--- config.mk ---
export PLATFORM = sky130hd
export DESIGN_NAME = quoted_token_lexer
export DESIGN_NICKNAME = d
export VERILOG_FILES = /design/src/hw/rtl/qtl_pkg.sv /design/src/hw/rtl/qtl_csr.sv /design/src/hw/rtl/qtl_core.sv /design/src/hw/rtl/quoted_token_lexer.sv
export SDC_FILE = /design/constraint.sdc
export NUM_CORES = 1
export LEC_CHECK = 0
export ABC_AREA = 1
export BUFFER_PORTS_ARGS = -buffer_cell sky130_fd_sc_hd__buf_2
export CAP_MARGIN = 15
export CORE_MARGIN = 1
export CORE_UTILIZATION = 36
export CTS_CLUSTER_SIZE = 16
export DETAILED_ROUTE_END_ITERATION = 16
export PLACE_DENSITY_LB_ADDON = 0.2
export SYNTH_ARGS = -nofsm -noshare
export SYNTH_HDL_FRONTEND = slang
export SYNTH_HIERARCHICAL = 1
export SYNTH_SLANG_ARGS = --single-unit
export TNS_END_PERCENT = 10
--- constraint.sdc ---
create_clock -name clock -period 7.23 [get_ports clock]
set_input_delay 1.446 -clock clock [delete_from_list [all_inputs] [get_ports clock]]
set_output_delay 1.446 -clock clock [all_outputs]
set_load 0.01 [all_outputs]
--- src/hw/rtl/qtl_pkg.sv ---
// ----------------------------------------------------------------------------
// qtl_pkg
// Shared codes, character constants and types for the quoted token lexer.
// ----------------------------------------------------------------------------
package qtl_pkg;

   localparam int LEN_BITS = 12;

   localparam logic [1:0] KIND_BYTE   = 2'd0;
   localparam logic [1:0] KIND_TOKEN  = 2'd1;
   localparam logic [1:0] KIND_STATUS = 2'd2;

   localparam logic [2:0] ST_OK        = 3'd0;
   localparam logic [2:0] ST_END_EMPTY = 3'd1;
   localparam logic [2:0] ST_TOO_LARGE = 3'd2;
   localparam logic [2:0] ST_ESC_END   = 3'd3;
   localparam logic [2:0] ST_UNCLOSED  = 3'd4;

   localparam logic [7:0] CH_NUL   = 8'h00;
   localparam logic [7:0] CH_TAB   = 8'h09;
   localparam logic [7:0] CH_LF    = 8'h0A;
   localparam logic [7:0] CH_CR    = 8'h0D;
   localparam logic [7:0] CH_SPACE = 8'h20;
   localparam logic [7:0] CH_QUOTE = 8'h22;
   localparam logic [7:0] CH_HASH  = 8'h23;
   localparam logic [7:0] CH_BSL   = 8'h5C;

   localparam logic [LEN_BITS-1:0] MAX_LEN_RESET = 12'd255;

   localparam logic [2:0] CSR_IDX_MAX_LEN = 3'd0;

   typedef struct packed {
      logic [1:0]          kind;
      logic [7:0]          text_byte;
      logic [LEN_BITS-1:0] token_length;
      logic                is_quoted;
      logic                began_with_escape;
      logic [2:0]          status;
      logic                last;
   } result_type;

   function automatic logic is_separator(input logic [7:0] c);
      return (c == CH_NUL) || (c == CH_SPACE) || ((c >= CH_TAB) && (c <= CH_CR));
   endfunction

   function automatic logic [7:0] decode_escape(input logic [7:0] c);
      logic [7:0] d;
      unique case (c)
         8'h61:   d = 8'h07;   // a
         8'h62:   d = 8'h08;   // b
         8'h66:   d = 8'h0C;   // f
         8'h6E:   d = 8'h0A;   // n
         8'h72:   d = 8'h0D;   // r
         8'h74:   d = 8'h09;   // t
         8'h76:   d = 8'h0B;   // v
         default: d = c;
      endcase
      return d;
   endfunction

endpackage

--- src/hw/rtl/qtl_csr.sv ---
// ----------------------------------------------------------------------------
// qtl_csr
// Register port holding the token length limit.
// ----------------------------------------------------------------------------
module qtl_csr
   import qtl_pkg::*;
(
   input  logic                clock,
   input  logic                reset,
   input  logic                csr_psel,
   input  logic                csr_penable,
   input  logic                csr_pwrite,
   input  logic [2:0]          csr_paddr,
   input  logic [31:0]         csr_pwdata,
   output logic [31:0]         csr_prdata,
   output logic                csr_pready,
   output logic [LEN_BITS-1:0] max_len
);

   logic [LEN_BITS-1:0] max_len_ff;
   logic [LEN_BITS-1:0] max_len_in;
   logic                sel_max_len;

   assign csr_pready  = 1'b1;
   assign sel_max_len = ({csr_paddr[2], 2'b00} == CSR_IDX_MAX_LEN);

   always_comb begin
      max_len_in = max_len_ff;
      if (csr_psel && csr_penable && csr_pwrite && sel_max_len) begin
         max_len_in = csr_pwdata[LEN_BITS-1:0];
      end
   end

   always_ff @(posedge clock) begin
      if (reset) begin
         max_len_ff <= MAX_LEN_RESET;
      end else begin
         max_len_ff <= max_len_in;
      end
   end

   assign csr_prdata = sel_max_len ? {{(32-LEN_BITS){1'b0}}, max_len_ff} : 32'd0;
   assign max_len    = max_len_ff;

endmodule

--- src/hw/rtl/qtl_core.sv ---
// ----------------------------------------------------------------------------
// qtl_core
// Lexer state and the combinational decision for one item.
// ----------------------------------------------------------------------------
module qtl_core
   import qtl_pkg::*;
#(
   parameter int POSITION_BITS = 16
) (
   input  logic                     clock,
   input  logic                     reset,
   input  logic                     go,
   input  logic                     req_type,
   input  logic [7:0]               char_byte,
   input  logic [LEN_BITS-1:0]      max_len,
   output logic                     res_valid,
   output result_type               res,
   output logic [POSITION_BITS-1:0] res_start_line,
   output logic [POSITION_BITS-1:0] res_start_column,
   output logic [POSITION_BITS-1:0] res_end_line,
   output logic [POSITION_BITS-1:0] res_end_column
);

   localparam logic [POSITION_BITS-1:0] POS_MAX = '1;
   localparam logic [POSITION_BITS-1:0] POS_ONE = POSITION_BITS'(1);

   logic                     in_comment_ff, in_comment_in;
   logic                     escape_ff, escape_in;
   logic                     open_ff, open_in;
   logic                     quoted_ff, quoted_in;
   logic                     began_esc_ff, began_esc_in;
   logic                     done_ff, done_in;
   logic                     overflow_ff, overflow_in;
   logic [LEN_BITS-1:0]      count_ff, count_in;
   logic [POSITION_BITS-1:0] line_ff, line_in;
   logic [POSITION_BITS-1:0] column_ff, column_in;
   logic [POSITION_BITS-1:0] prior_cols_ff, prior_cols_in;
   logic [POSITION_BITS-1:0] first_line_ff, first_line_in;
   logic [POSITION_BITS-1:0] first_column_ff, first_column_in;

   logic       emit_req, emit_here, app_req, open_req, open_quoted, open_esc;
   logic       stat_req, esc_set, esc_clr, comment_set, comment_clr, done_set, move;
   logic [2:0] emit_status, stat_code, fin_err;
   logic [7:0] app_val;
   logic       app_ok, adv;
   logic [POSITION_BITS-1:0] end_line, end_column;

   assign fin_err = (open_ff && quoted_ff) ? ST_UNCLOSED :
                    escape_ff              ? ST_ESC_END  : ST_OK;

   always_comb begin
      emit_req    = 1'b0;
      emit_here   = 1'b0;
      emit_status = ST_OK;
      app_req     = 1'b0;
      app_val     = char_byte;
      open_req    = 1'b0;
      open_quoted = 1'b0;
      open_esc    = 1'b0;
      stat_req    = 1'b0;
      stat_code   = ST_OK;
      esc_set     = 1'b0;
      esc_clr     = 1'b0;
      comment_set = 1'b0;
      comment_clr = 1'b0;
      done_set    = 1'b0;
      move        = 1'b0;
      if (req_type) begin
         if (done_ff) begin
            stat_req  = 1'b1;
            stat_code = ST_END_EMPTY;
         end else begin
            done_set = 1'b1;
            if (count_ff != '0) begin
               emit_req    = 1'b1;
               emit_status = fin_err;
            end else begin
               stat_req  = 1'b1;
               stat_code = (fin_err != ST_OK) ? fin_err : ST_END_EMPTY;
            end
         end
      end else if (!done_ff && !overflow_ff) begin
         move = 1'b1;
         priority if (in_comment_ff) begin
            comment_clr = (char_byte == CH_LF);
         end else if (escape_ff) begin
            app_req = 1'b1;
            app_val = decode_escape(char_byte);
            esc_clr = 1'b1;
         end else if (is_separator(char_byte)) begin
            if (open_ff) begin
               if (quoted_ff) begin
                  app_req = 1'b1;
               end else begin
                  emit_req = 1'b1;
               end
            end
         end else if (char_byte == CH_QUOTE) begin
            open_quoted = 1'b1;
            if (open_ff) begin
               if (quoted_ff) begin
                  emit_req  = 1'b1;
                  emit_here = 1'b1;
               end else begin
                  emit_req = 1'b1;
                  open_req = 1'b1;
               end
            end else begin
               open_req = 1'b1;
            end
         end else if (char_byte == CH_BSL) begin
            esc_set  = 1'b1;
            open_esc = 1'b1;
            open_req = !open_ff;
         end else if (char_byte == CH_HASH) begin
            if (open_ff && quoted_ff) begin
               app_req = 1'b1;
            end else begin
               comment_set = 1'b1;
               emit_req    = (count_ff != '0);
            end
         end else begin
            open_req = !open_ff;
            app_req  = 1'b1;
         end
      end
   end

   assign app_ok = (count_ff < max_len);
   assign adv    = move && !(app_req && !app_ok);

   // end of token: here, one back, last column of the previous line, or line 1 column 1
   always_comb begin
      priority if (emit_here) begin
         end_line   = line_ff;
         end_column = column_ff;
      end else if (column_ff != POS_ONE) begin
         end_line   = line_ff;
         end_column = column_ff - POS_ONE;
      end else if (line_ff > POS_ONE) begin
         end_line   = line_ff - POS_ONE;
         end_column = prior_cols_ff;
      end else begin
         end_line   = POS_ONE;
         end_column = POS_ONE;
      end
   end

   always_comb begin
      res              = '0;
      res_start_line   = '0;
      res_start_column = '0;
      res_end_line     = '0;
      res_end_column   = '0;
      priority if (stat_req) begin
         res.kind   = KIND_STATUS;
         res.status = stat_code;
         res.last   = 1'b1;
      end else if (emit_req) begin
         res.kind              = KIND_TOKEN;
         res.token_length      = count_ff;
         res.is_quoted         = quoted_ff;
         res.began_with_escape = began_esc_ff;
         res.status            = emit_status;
         res.last              = 1'b1;
         res_start_line        = first_line_ff;
         res_start_column      = first_column_ff;
         res_end_line          = end_line;
         res_end_column        = end_column;
      end else if (app_req && app_ok) begin
         res.kind      = KIND_BYTE;
         res.text_byte = app_val;
      end else if (app_req) begin
         res.kind   = KIND_STATUS;
         res.status = ST_TOO_LARGE;
      end else begin
         res = '0;
      end
   end

   assign res_valid = go && (stat_req || emit_req || app_req);

   always_comb begin
      in_comment_in   = in_comment_ff;
      escape_in       = escape_ff;
      open_in         = open_ff;
      quoted_in       = quoted_ff;
      began_esc_in    = began_esc_ff;
      done_in         = done_ff;
      overflow_in     = overflow_ff;
      count_in        = count_ff;
      line_in         = line_ff;
      column_in       = column_ff;
      prior_cols_in   = prior_cols_ff;
      first_line_in   = first_line_ff;
      first_column_in = first_column_ff;
      if (go) begin
         if (comment_set) in_comment_in = 1'b1;
         if (comment_clr) in_comment_in = 1'b0;
         if (esc_set) escape_in = 1'b1;
         if (esc_clr && app_ok) escape_in = 1'b0;
         if (done_set) done_in = 1'b1;
         if (app_req && !app_ok) overflow_in = 1'b1;
         if (app_req && app_ok) count_in = count_ff + LEN_BITS'(1);
         if (emit_req) begin
            count_in = '0;
            open_in  = 1'b0;
         end
         if (open_req) begin
            open_in         = 1'b1;
            quoted_in       = open_quoted;
            began_esc_in    = open_esc;
            first_line_in   = line_ff;
            first_column_in = column_ff;
         end
         if (adv) begin
            if (char_byte == CH_LF) begin
               if (line_ff != POS_MAX) line_in = line_ff + POS_ONE;
               prior_cols_in = column_ff;
               column_in     = POS_ONE;
            end else if (column_ff != POS_MAX) begin
               column_in = column_ff + POS_ONE;
            end
         end
      end
   end

   always_ff @(posedge clock) begin
      if (reset) begin
         in_comment_ff   <= 1'b0;
         escape_ff       <= 1'b0;
         open_ff         <= 1'b0;
         quoted_ff       <= 1'b0;
         began_esc_ff    <= 1'b0;
         done_ff         <= 1'b0;
         overflow_ff     <= 1'b0;
         count_ff        <= '0;
         line_ff         <= POS_ONE;
         column_ff       <= POS_ONE;
         prior_cols_ff   <= '0;
         first_line_ff   <= POS_ONE;
         first_column_ff <= POS_ONE;
      end else begin
         in_comment_ff   <= in_comment_in;
         escape_ff       <= escape_in;
         open_ff         <= open_in;
         quoted_ff       <= quoted_in;
         began_esc_ff    <= began_esc_in;
         done_ff         <= done_in;
         overflow_ff     <= overflow_in;
         count_ff        <= count_in;
         line_ff         <= line_in;
         column_ff       <= column_in;
         prior_cols_ff   <= prior_cols_in;
         first_line_ff   <= first_line_in;
         first_column_ff <= first_column_in;
      end
   end

`ifndef NO_ASSERTIONS
   a_overflow_sticky: assert property (@(posedge clock) disable iff (reset)
      overflow_ff |=> overflow_ff)
      else $error("overflow flag cleared");
   a_done_sticky: assert property (@(posedge clock) disable iff (reset)
      done_ff |=> done_ff)
      else $error("done flag cleared");
   a_closed_empty: assert property (@(posedge clock) disable iff (reset)
      !open_ff |-> (count_ff == '0))
      else $error("bytes counted with no open token");
   a_escape_open: assert property (@(posedge clock) disable iff (reset)
      (escape_ff && !done_ff) |-> open_ff)
      else $error("escape pending outside a token");
`endif

endmodule

--- src/hw/rtl/quoted_token_lexer.sv ---
// ----------------------------------------------------------------------------
// quoted_token_lexer
// Streaming whitespace-separated tokenizer with quotes, escapes and comments.
// ----------------------------------------------------------------------------
// Input channel (req_): one item per text byte (req_type 0) or a finish item
// (req_type 1). Result channel (rsp_): decoded bytes, token-complete records
// with start/end line and column, and status items. Each input item yields
// zero or one result. The length limit is set through the csr_ port; the user
// must write it only while idle, as the block itself does not enforce this.
// An item is registered at the input, decided by the lexer core and loaded
// into the result register. Throughput: one item per cycle while rsp_stall
// does not hold a result, as the core decides each item combinationally.
// Stall: while rsp_stall holds a result, the input register keeps its item
// and req_stall rises once that register is full; nothing is lost.
// Reset (synchronous): clears all lexer state to line 1 column 1, empties
// both registers and sets the length limit to 255.
// ----------------------------------------------------------------------------
module quoted_token_lexer
   import qtl_pkg::*;
#(
   parameter int POSITION_BITS = 16
) (
   input  logic                     clock,
   input  logic                     reset,
   input  logic                     req_valid,
   output logic                     req_stall,
   input  logic                     req_type,
   input  logic [7:0]               req_char_byte,
   output logic                     rsp_valid,
   input  logic                     rsp_stall,
   output logic [1:0]               rsp_kind,
   output logic [7:0]               rsp_text_byte,
   output logic [LEN_BITS-1:0]      rsp_token_length,
   output logic [POSITION_BITS-1:0] rsp_start_line,
   output logic [POSITION_BITS-1:0] rsp_start_column,
   output logic [POSITION_BITS-1:0] rsp_end_line,
   output logic [POSITION_BITS-1:0] rsp_end_column,
   output logic                     rsp_is_quoted,
   output logic                     rsp_began_with_escape,
   output logic [2:0]               rsp_status,
   output logic                     rsp_last,
   input  logic                     csr_psel,
   input  logic                     csr_penable,
   input  logic                     csr_pwrite,
   input  logic [2:0]               csr_paddr,
   input  logic [31:0]              csr_pwdata,
   output logic [31:0]              csr_prdata,
   output logic                     csr_pready
);

   logic                     in_valid_ff, in_valid_in;
   logic                     in_type_ff;
   logic [7:0]               in_char_ff;
   logic                     out_valid_ff, out_valid_in;
   result_type               out_res_ff;
   logic [POSITION_BITS-1:0] out_sl_ff, out_sc_ff, out_el_ff, out_ec_ff;

   logic                     out_free, go, accept;
   logic [LEN_BITS-1:0]      max_len;
   logic                     res_valid;
   result_type               res;
   logic [POSITION_BITS-1:0] res_sl, res_sc, res_el, res_ec;

   qtl_csr u_csr (
      .clock       (clock),
      .reset       (reset),
      .csr_psel    (csr_psel),
      .csr_penable (csr_penable),
      .csr_pwrite  (csr_pwrite),
      .csr_paddr   (csr_paddr),
      .csr_pwdata  (csr_pwdata),
      .csr_prdata  (csr_prdata),
      .csr_pready  (csr_pready),
      .max_len     (max_len)
   );

   qtl_core #(
      .POSITION_BITS (POSITION_BITS)
   ) u_core (
      .clock            (clock),
      .reset            (reset),
      .go               (go),
      .req_type         (in_type_ff),
      .char_byte        (in_char_ff),
      .max_len          (max_len),
      .res_valid        (res_valid),
      .res              (res),
      .res_start_line   (res_sl),
      .res_start_column (res_sc),
      .res_end_line     (res_el),
      .res_end_column   (res_ec)
   );

   assign out_free  = !out_valid_ff || !rsp_stall;
   assign go        = in_valid_ff && out_free;
   assign req_stall = in_valid_ff && !out_free;
   assign accept    = req_valid && !req_stall;

   always_comb begin
      in_valid_in = in_valid_ff;
      if (accept) begin
         in_valid_in = 1'b1;
      end else if (go) begin
         in_valid_in = 1'b0;
      end
   end

   assign out_valid_in = out_free ? res_valid : out_valid_ff;

   always_ff @(posedge clock) begin
      if (reset) begin
         in_valid_ff  <= 1'b0;
         out_valid_ff <= 1'b0;
      end else begin
         in_valid_ff  <= in_valid_in;
         out_valid_ff <= out_valid_in;
      end
   end

   always_ff @(posedge clock) begin
      if (accept) begin
         in_type_ff <= req_type;
         in_char_ff <= req_char_byte;
      end
      if (out_free && res_valid) begin
         out_res_ff <= res;
         out_sl_ff  <= res_sl;
         out_sc_ff  <= res_sc;
         out_el_ff  <= res_el;
         out_ec_ff  <= res_ec;
      end
   end

   assign rsp_valid             = out_valid_ff;
   assign rsp_kind              = out_res_ff.kind;
   assign rsp_text_byte         = out_res_ff.text_byte;
   assign rsp_token_length      = out_res_ff.token_length;
   assign rsp_start_line        = out_sl_ff;
   assign rsp_start_column      = out_sc_ff;
   assign rsp_end_line          = out_el_ff;
   assign rsp_end_column        = out_ec_ff;
   assign rsp_is_quoted         = out_res_ff.is_quoted;
   assign rsp_began_with_escape = out_res_ff.began_with_escape;
   assign rsp_status            = out_res_ff.status;
   assign rsp_last              = out_res_ff.last;

endmodule

# After elaboration in Yosys (flattened, before gate mapping)
# Index checks and enable logic that the tools add are counted.
# classes
eq_ne	15
bitwise_logic	3
n_lt_le_gt_ge	4
n_reduce_logical	51
add_sub_neg	5
muxes	116
# ops
cell	n
16-bit two-way mux	8
1-bit two-way mux	84
8-bit by 7-bit == test with 1-bit output (second input constant)	8
8-bit one-hot mux with 7 select lines	1
12-bit two-way mux	3
16-bit by 1-bit adder with 16-bit output (second input constant)	2
8-bit two-way mux	4
16-bit != test (second input constant)	2
16-bit by 1-bit subtractor with 16-bit output (second input constant)	2
8-bit by 6-bit == test with 1-bit output (second input constant)	3
3-bit two-way mux	8
18-bit two-way mux	1
16-bit by 1-bit > comparator with 1-bit output (second input constant)	1
16-bit by 1-bit != test with 1-bit output (second input constant)	1
1-bit logical AND	15
2-bit AND reduction	7
12-bit by 1-bit adder with 12-bit output (second input constant)	1
12-bit less-than comparator	1
12-bit nonzero test	1
2-bit nonzero test	6
10-bit two-way mux	1
1-bit logical NOT	9
8-bit by 4-bit == test with 1-bit output (second input constant)	1
8-bit by 4-bit >= comparator with 1-bit output (second input constant)	1
other kinds (11)	23
# word_totals
in_bits	51
word_cells	223
regBits	214
out_inout_bits	127

# Longest topological paths before layout
# Gate-level depths: netlist of the first run.
# depth
ltp_word	14
mapped_depth	15
ltp_nobuf	15

# Modules after synthesis
# The synthesis of the first run kept the hierarchy.
# by_module_without_submodules
mod	cells_each	area_per_inst_um2	n_inst	seq_area_each_um2
qtl_core	1143	7278.2	1	1981.9
quoted_token_lexer	116	3134.3	1	3072.9
qtl_csr	115	730.7	1	240.2

# Worst setup path before layout of the first run
# Ideal clock, no wire load.
# synth_path
kind	input-to-reg
start	input port rsp_stall
end	register out_res_ff, in the netlist rsp_began_with_escape (enable)
setup_time_ps	546
slack_ps	703
t_arrival_ps	5981
required_time_ps	6684
cell_stages	7
path_cell_list	nand2_1 > inv_1 > nor2_1 > inv_1 > a31oi_1 > inv_1 > nor2_1
# synth_via
elab_chain_cells	5
# synth_lines
element	line	rtl
from (decl)	quoted_token_lexer.sv:30	input logic rsp_stall,
1-bit logical NOT	quoted_token_lexer.sv:94	assign out_free = !out_valid_ff || !rsp_stall;
1-bit logical OR	quoted_token_lexer.sv:94	
1-bit logical AND	quoted_token_lexer.sv:95	assign go = in_valid_ff && out_free;
via go	quoted_token_lexer.sv:58	logic out_free, go, accept;
1-bit logical AND	qtl_core.sv:181	assign res_valid = go && (stat_req || emit_req || app_req);
via res_valid	quoted_token_lexer.sv:60	logic res_valid;
1-bit logical AND	quoted_token_lexer.sv:125	if (out_free && res_valid) begin
to (signal assigned)	quoted_token_lexer.sv:126	out_res_ff <= res;
to (decl)	quoted_token_lexer.sv:55	result_type out_res_ff;
# The timed path passes the listed nets, and every way through them passes these cells.
# A chain may end at the register's enable or synchronous reset.

# Worst setup path after layout of the first run
# layout_path
start	input port rsp_stall
end	register out_ec_ff[8], in the netlist rsp_end_column[8] (enable)
# layout_via
elab_chain_cells	5
# layout_lines
element	line	rtl
1-bit logical NOT	quoted_token_lexer.sv:94	
1-bit logical OR	quoted_token_lexer.sv:94	
1-bit logical AND	quoted_token_lexer.sv:95	
via go	quoted_token_lexer.sv:58	
1-bit logical AND	qtl_core.sv:181	
via res_valid	quoted_token_lexer.sv:60	
1-bit logical AND	quoted_token_lexer.sv:125	
to (signal assigned)	quoted_token_lexer.sv:130	out_ec_ff <= res_ec;
to (decl)	quoted_token_lexer.sv:56	logic [POSITION_BITS-1:0] out_sl_ff, out_sc_ff, out_el_ff, out_ec_ff;
# The timed path passes the listed nets, and every way through them passes these cells.

==> run metrics, run 1 <==
Hold Vio Cnt, Final 0; crit-path max FO 42; clock buffer depth 3; worst r2r src in_char_ff[2]; crit path DAT just under 4 ns; Slew headroom 0.455; Power Total around 2.8 mW; Worst EP required roughly 7.4 ns; hold path depth 2; launching element type of the critical path primary input; slowest stage delay, CP 0.65 ns; clock group share of total power 0.447; DR vias 9159; # port buffers between 100 and 150; Post-synth EDFFs ~100; gr ovfl total 0; Row Count 64; CTS tree built; Slew @ Worst Pin 0.816 ns; Comb pwr share 0.075; clock skew after layout between 0.009 and 0.01 ns; Net Sw Frac 0.235; Core Region ~0.031 mm2; layout cells sized above 1 0.164; Final HPWL DP about 20000 um; Initial DRT Pass Iterations 5; area of the multi-input gates 0.00477 mm2; number of gates resized after CTS 0; placement-stage cell area 0.0119 mm2; Clk pin slew, worst setup/hold paths approximately 0.060 ns; total CTS buffers 25; largest net degree at the start of global routing 70; Starting DRT DRC Count ~500; Syn. warnings 6; first-pass GRT wire length 44700 um; Max Fclk 266 MHz; antenna violations before repair 0; non-filler cells, final ~1900; sequential share of power 0.478; critical-path cell list buf_2, nand2_1, inv_1, nor2_1, inv_1, a31oi_1, inv_1, nor2_4, buf_4; reg2reg setup slack 3.91 ns; root buf cell clkbuf_16; die height around 180 um; post-route cell area ~0.013 mm2; worst r2r path cells 12; vias in the first global route between 8000 and 9000; Final Cycle Share 0.520; Yosys top cell area share 0.272; final slew viol count 0; Cell variety after synth 50; Skew-Pair Late Insertion Delay between 0.5 and 0.6 ns; status finished, final reports clean; DRC 0; Crit path buffers/inverters 5; sequential share of the synthesized area 0.475; RR Endpoint rsp_end_column[8]; type of the worst setup path in -> reg; placed cells around 1800; Fill cells 3173; Initial Util 0.365; Most common cell on crit path inv_1; sw power about 0.65 mW; crit-path leading delay family simple AND/OR/NAND/NOR gates; Yosys reg bits between 200 and 250; critical path endpoint category flip-flop; max-cap violations 0; Hold Path End u_core/first_line_ff[6]; DR WL/cell around 15 um; # diodes 0; Post-Route Setup TNS 0 ns; unrepaired setup endpoints after global routing false; gpl congestion about 0.85; # hold bufs at CTS 0; Crit-path slowest cell nor2_4; I/O pin total 178; H-tree lvl count 1; Main synth FF type dfxtp_1; Mapped Area between 0.01 and 0.015 mm2; Finished Core Util 0.416; pwr/cell area 219 mW/mm2; DIE AREA approximately 0.032 mm2; Vias/cell slightly below 5; top cells by area, synth edfxtp_1 (27%), dfxtp_1 (20%), nor2_1 (7.2%); worst vdd ir approximately 0.18 mV; Pint about 2.1 mW; post-synthesis async set-or-reset flop share 0; Hold Path Class reg -> reg; Yosys top cell by area edfxtp_1; setup bufs post-CTS 0; Die Wd 178 um; Layout area overhead 13.9%; Routed Antenna Nets 0; CTS sink cnt around 210; Mapped Cells 1374; hold path start u_core/first_line_ff[6]; Avg Cell Area, Syn a little over 8 um2; GRT Total Usage 0.175; Nets between 1500 and 2000; Final min period roughly 3.8 ns; P_leak 5.22 nW; final WL roughly 28000 um; total area of sequential cells between 0.005 and 0.006 mm2; Final setup viols 0
## cell families after synthesis
group           count (synthesis)  synth area share
fa+ha+maj                      19            0.0213
compound gates                222             0.108
other cells                     2          0.000674
xor+xnor                       46            0.0362
flops                         214             0.475
simple gates                  622             0.255
buf+inv                       249             0.104
## synth_stat cells (5+ instances only)
master and number:
nor2_1 215, a21oi_1 116, inv_2 14, o211ai_1 8, o21ai_0 68, nand4_1 37, buf_4 29, nand2_2 12
nor3_2 6, inv_1 139, edfxtp_1 101, xor2_1 42, a211oi_1 5, o21ai_1 12, nand3_1 81, buf_2 27
nor4_1 7, nor3_1 24, nand2_1 211, ha_1 19, nor2_2 6, dfxtp_1 113, clkbuf_1 24, buf_6 10
## power groups by stage
stage | Sequential [mW] | Clock, mW | Combinational [mW]
2_1_floorplan | 1.36 | 0 | 0.143
3_3_place_gp | 1.35 | 0 | 0.208
3_5_place_dp | 1.35 | 0 | 0.210
4_1_cts | 1.33 | 1.27 | 0.211
5_1_grt | 1.33 | 1.33 | 0.236
6_report | 1.33 | 1.24 | 0.209
## through the flow
step | worst slack, ns | hold slack, ns
2_1_floorplan | 0.703 | 0.430
3_3_place_gp | 2.91 | 0.440
3_5_place_dp | 2.86 | 0.445
4_1_cts | 3.40 | 0.454
5_1_grt | 3.21 | 0.469
6_report | 3.47 | 0.449
## cell usage in the layout (no fill, tap or decap), types with 3 or more instances in the layout
cell type,n
ha_1,19
clkinv_2,6
nor3_2,6
dfxtp_1,113
clkbuf_1,4
nor3_1,24
conb_1,21
xnor2_1,4
clkbuf_16,25
nand2_1,210
buf_2,134
inv_1,139
nor3b_1,4
o22ai_1,3
nand4_1,37
a21oi_1,116
o21ai_0,68
nand3_2,3
buf_4,6
nand3_1,81
clkbuf_8,5
xor2_1,42
nand2_4,4
o211ai_1,8
nor2_1,214
nor4_1,7
nor2_4,5
a211oi_1,5
nand2_2,13
nor2_2,6
clkinv_1,3
inv_2,14
edfxtp_1,101
o21ai_1,12
## worst reg2reg max path: stages, from the launching register on
cell and delay [ns]:
edfxtp_1 0.47, inv_1 0.13, nand2_2 0.09, nor2_1 0.13, nand2_1 0.12, nor2_2 0.19
nand2_1 0.08, nand2_1 0.07, nand2_1 0.08, a31oi_1 0.22, inv_1 0.11, nor2_4 0.65
buf_4 0.60
## worst max-delay path by stage
| stage | start | end | slack (ns) | cells after the start |
|---|---|---|---|---|
| 6_report | rsp_stall | rsp_end_column[8] | 3.47 | 9 |
| 5_1_grt | rsp_stall | rsp_start_column[15] | 3.21 | 9 |
| 4_1_cts | rsp_stall | rsp_end_column[8] | 3.40 | 9 |
| 3_5_place_dp | rsp_stall | rsp_end_column[3] | 2.86 | 9 |
| 3_3_place_gp | rsp_stall | rsp_end_column[3] | 2.91 | 9 |
| 2_1_floorplan | rsp_stall | rsp_began_with_escape | 0.70 | 7 |
## layout make-up
cell class,count,area share
Sequential cell,214,0.417
Multi-Input combinational cell,930,0.376
Timing Repair Buffer,140,0.0564
Clock buffer,34,0.0559
Inverter,157,0.0468
Tap cell,396,0.0390
Clock inverter,11,0.00858
## layer usage
metal | vias up | part of all wire | track usage
met5 | - | 0 | 0
met4 | 0 | 0.015 | 0.0395
met3 | 33 | 0.042 | 0.0238
met2 | 177 | 0.48 | 0.304
met1 | 4261 | 0.46 | 0.231
li1 | 4688 | - | -
Note: power is estimated with default switching activity, not from simulation.
==> run 2, diff against run 1 <==
- clock period: 7.23 -> 3.5 ns (I/O delays scaled with it)
==> run metrics, run 2 (synthesis results as in run 1) <==
RR Endpoint u_core/count_ff[8] (was rsp_end_column[8]); Routed Antenna Nets 0 (unchanged); root buf cell clkbuf_16 (unchanged); Core Region 0.0305 mm2 (unchanged); placement-stage cell area 0.0120 mm2 (was 0.0119 mm2); Die Wd 178 um (unchanged); launching element type of the critical path flip-flop (was primary input); Initial DRT Pass Iterations 5 (unchanged); I/O pin total 178 (unchanged); Skew-Pair Late Insertion Delay 0.55 ns (was 0.51 ns); first-pass GRT wire length 45500 um (was 44700 um); Worst EP required 3.98 ns (was 7.38 ns); DR WL/cell 14.9 um (was 14.7 um); clock skew after layout 0.0279 ns (was 0.00963 ns); Initial Util 0.365 (unchanged); number of gates resized after CTS 0 (unchanged); Row Count 64 (unchanged); Final setup viols 0 (unchanged); largest net degree at the start of global routing 55 (was 70); # hold bufs at CTS 0 (unchanged); Hold Path Class in -> reg (was reg -> reg); Final min period approximately 2.7 ns; Starting DRT DRC Count 627 (was 497); CTS sink cnt 214 (unchanged); die height 178 um (unchanged); Worst setup endpoint u_core/count_ff[8] (was rsp_end_column[8]); Post-Route Setup TNS 0 ns (unchanged); Slew headroom 0.510 (was 0.455); GRT Total Usage 0.179 (was 0.175); worst r2r path cells 10 (was 12); gpl congestion 0.872 (was 0.855); # port buffers 134 (unchanged); Vias/cell 4.90 (was 4.87); antenna violations before repair 0 (unchanged); P_leak 5.32 nW (was 5.22 nW); crit-path max FO 13 (was 42); commonest non-fill, non-tap cells in the layout nor2_1 (214), nand2_1 (210), inv_1 (139), buf_2 (134), a21oi_1 (116) (unchanged); Layout area overhead 15.4% (was 13.9%); setup bufs post-CTS 0 (unchanged); critical path endpoint category flip-flop (unchanged); worst vdd ir 0.336 mV (was 0.185 mV); DIE AREA 0.0317 mm2 (unchanged); # diodes 0 (unchanged); layout cells sized above 1 0.172 (was 0.164); DR vias 9293 (was 9159); Hold Vio Cnt, Final 0 (unchanged); type of the worst setup path reg -> reg (was in -> reg); post-route cell area 0.0129 mm2 (was 0.0127 mm2); gr ovfl total 0 (unchanged); Clk pin slew, worst setup/hold paths 0.06 ns (about the same); final WL 28300 um (was 27700 um); final slew viol count 0 (unchanged); commonest non-fill, non-tap cell in the layout nor2_1 (unchanged); total CTS buffers 25 (unchanged); Final HPWL DP 19900 um (was 19500 um); unrepaired setup endpoints after global routing false (unchanged); clock buffer depth 3 (unchanged); Nets 1551 (was 1538); Critical Path Source u_core/count_ff[7] (was rsp_stall); crit path DAT 3.20 ns (was 3.91 ns); DRC 0 (unchanged); worst r2r src u_core/count_ff[7] (was in_char_ff[2]); status finished, final reports clean (unchanged); Final Cycle Share 0.779; Slew @ Worst Pin 0.729 ns (was 0.816 ns); Max Fclk ~370 MHz; H-tree lvl count 1 (unchanged); pwr/cell area 460 mW/mm2 (was 219 mW/mm2); reg2reg setup slack 0.77 ns (was 3.91 ns); CTS tree built (unchanged); max-cap violations 0 (unchanged); vias in the first global route 8799 (was 8678); Fill cells 3163 (was 3173)
-- run 2: changes by cell type in the layout (fill, tap and decap cells not counted) --
cell | previous run | this run
buf_12 | 0 | 1
clkinv_2 | 6 | 5
buf_4 | 6 | 18
inv_6 | 0 | 1
clkbuf_16 | 25 | 27
clkbuf_8 | 5 | 4
inv_16 | 0 | 1
clkinv_1 | 3 | 2
-- run 2: per-stage QoR --
step | std cells | setup WS, ns | hold slack, ns | power [mW] | util
floorplan | 1393 | 0.258 | 0.430 | 3.11 | -
global placement | 1850 | 0.769 | 0.442 | 3.24 | 0.393
detailed placement | 1850 | 0.777 | 0.446 | 3.24 | 0.393
CTS | 1896 | 0.782 | 0.300 | 5.98 | 0.421
global route | 1896 | 0.462 | 0.309 | 6.13 | 0.421
finish | 1896 | 0.773 | 0.330 | 5.91 | 0.421
-- run 2: final cells by class --
type | count | area, um2 | area share
timing repair buffer | 153 | 826 | 0.0642
clock buffer | 35 | 746 | 0.0580
sequential | 214 | 5300 | 0.412
tap | 396 | 495 | 0.0385
clock inverter | 11 | 129 | 0.0100
multi-input combinational | 930 | 4770 | 0.371
inverter | 157 | 594 | 0.0462
-- run 2: how the worst min path moves through the flow --
| stage | start | cells past startpoint | end |
|---|---|---|---|
| after global routing | req_type | 1 | in_type_ff |
| after CTS | req_type | 1 | in_type_ff |
| final | req_type | 1 | in_type_ff |
| after floorplan | u_core/first_column_ff[10] | 2 | u_core/first_column_ff[10] |
| after global placement | u_core/first_line_ff[8] | 2 | u_core/first_line_ff[8] |
| after detailed placement | u_core/first_column_ff[14] | 2 | u_core/first_column_ff[14] |
-- run 2: layer usage --
metal	up-vias	wire [um]	track usage	share of wire
li1	4718	-	-	-
met3	36	1150	0.0216	0.041
met1	4346	12900	0.236	0.46
met5	-	0	0	0
met2	193	13600	0.309	0.48
met4	0	637	0.0456	0.022
-- run 2: critical path, stage by stage (launching register included) --
cell     delay, ns
dfxtp_1       0.49
ha_1          0.32
a21oi_1       0.14
o21ai_0       0.10
a21oi_1       0.14
nand2_1       0.16
nor2_1        0.25
nand3_1       0.45
nand2_2       0.38
nand2_1       0.10
a21oi_1       0.13
-- run 2: power by group --
part	switching [mW]	total [mW]	internal, mW
Clock	1.08	2.72	1.65
Combinational	0.312	0.447	0.135
Sequential	0.0339	2.74	2.71
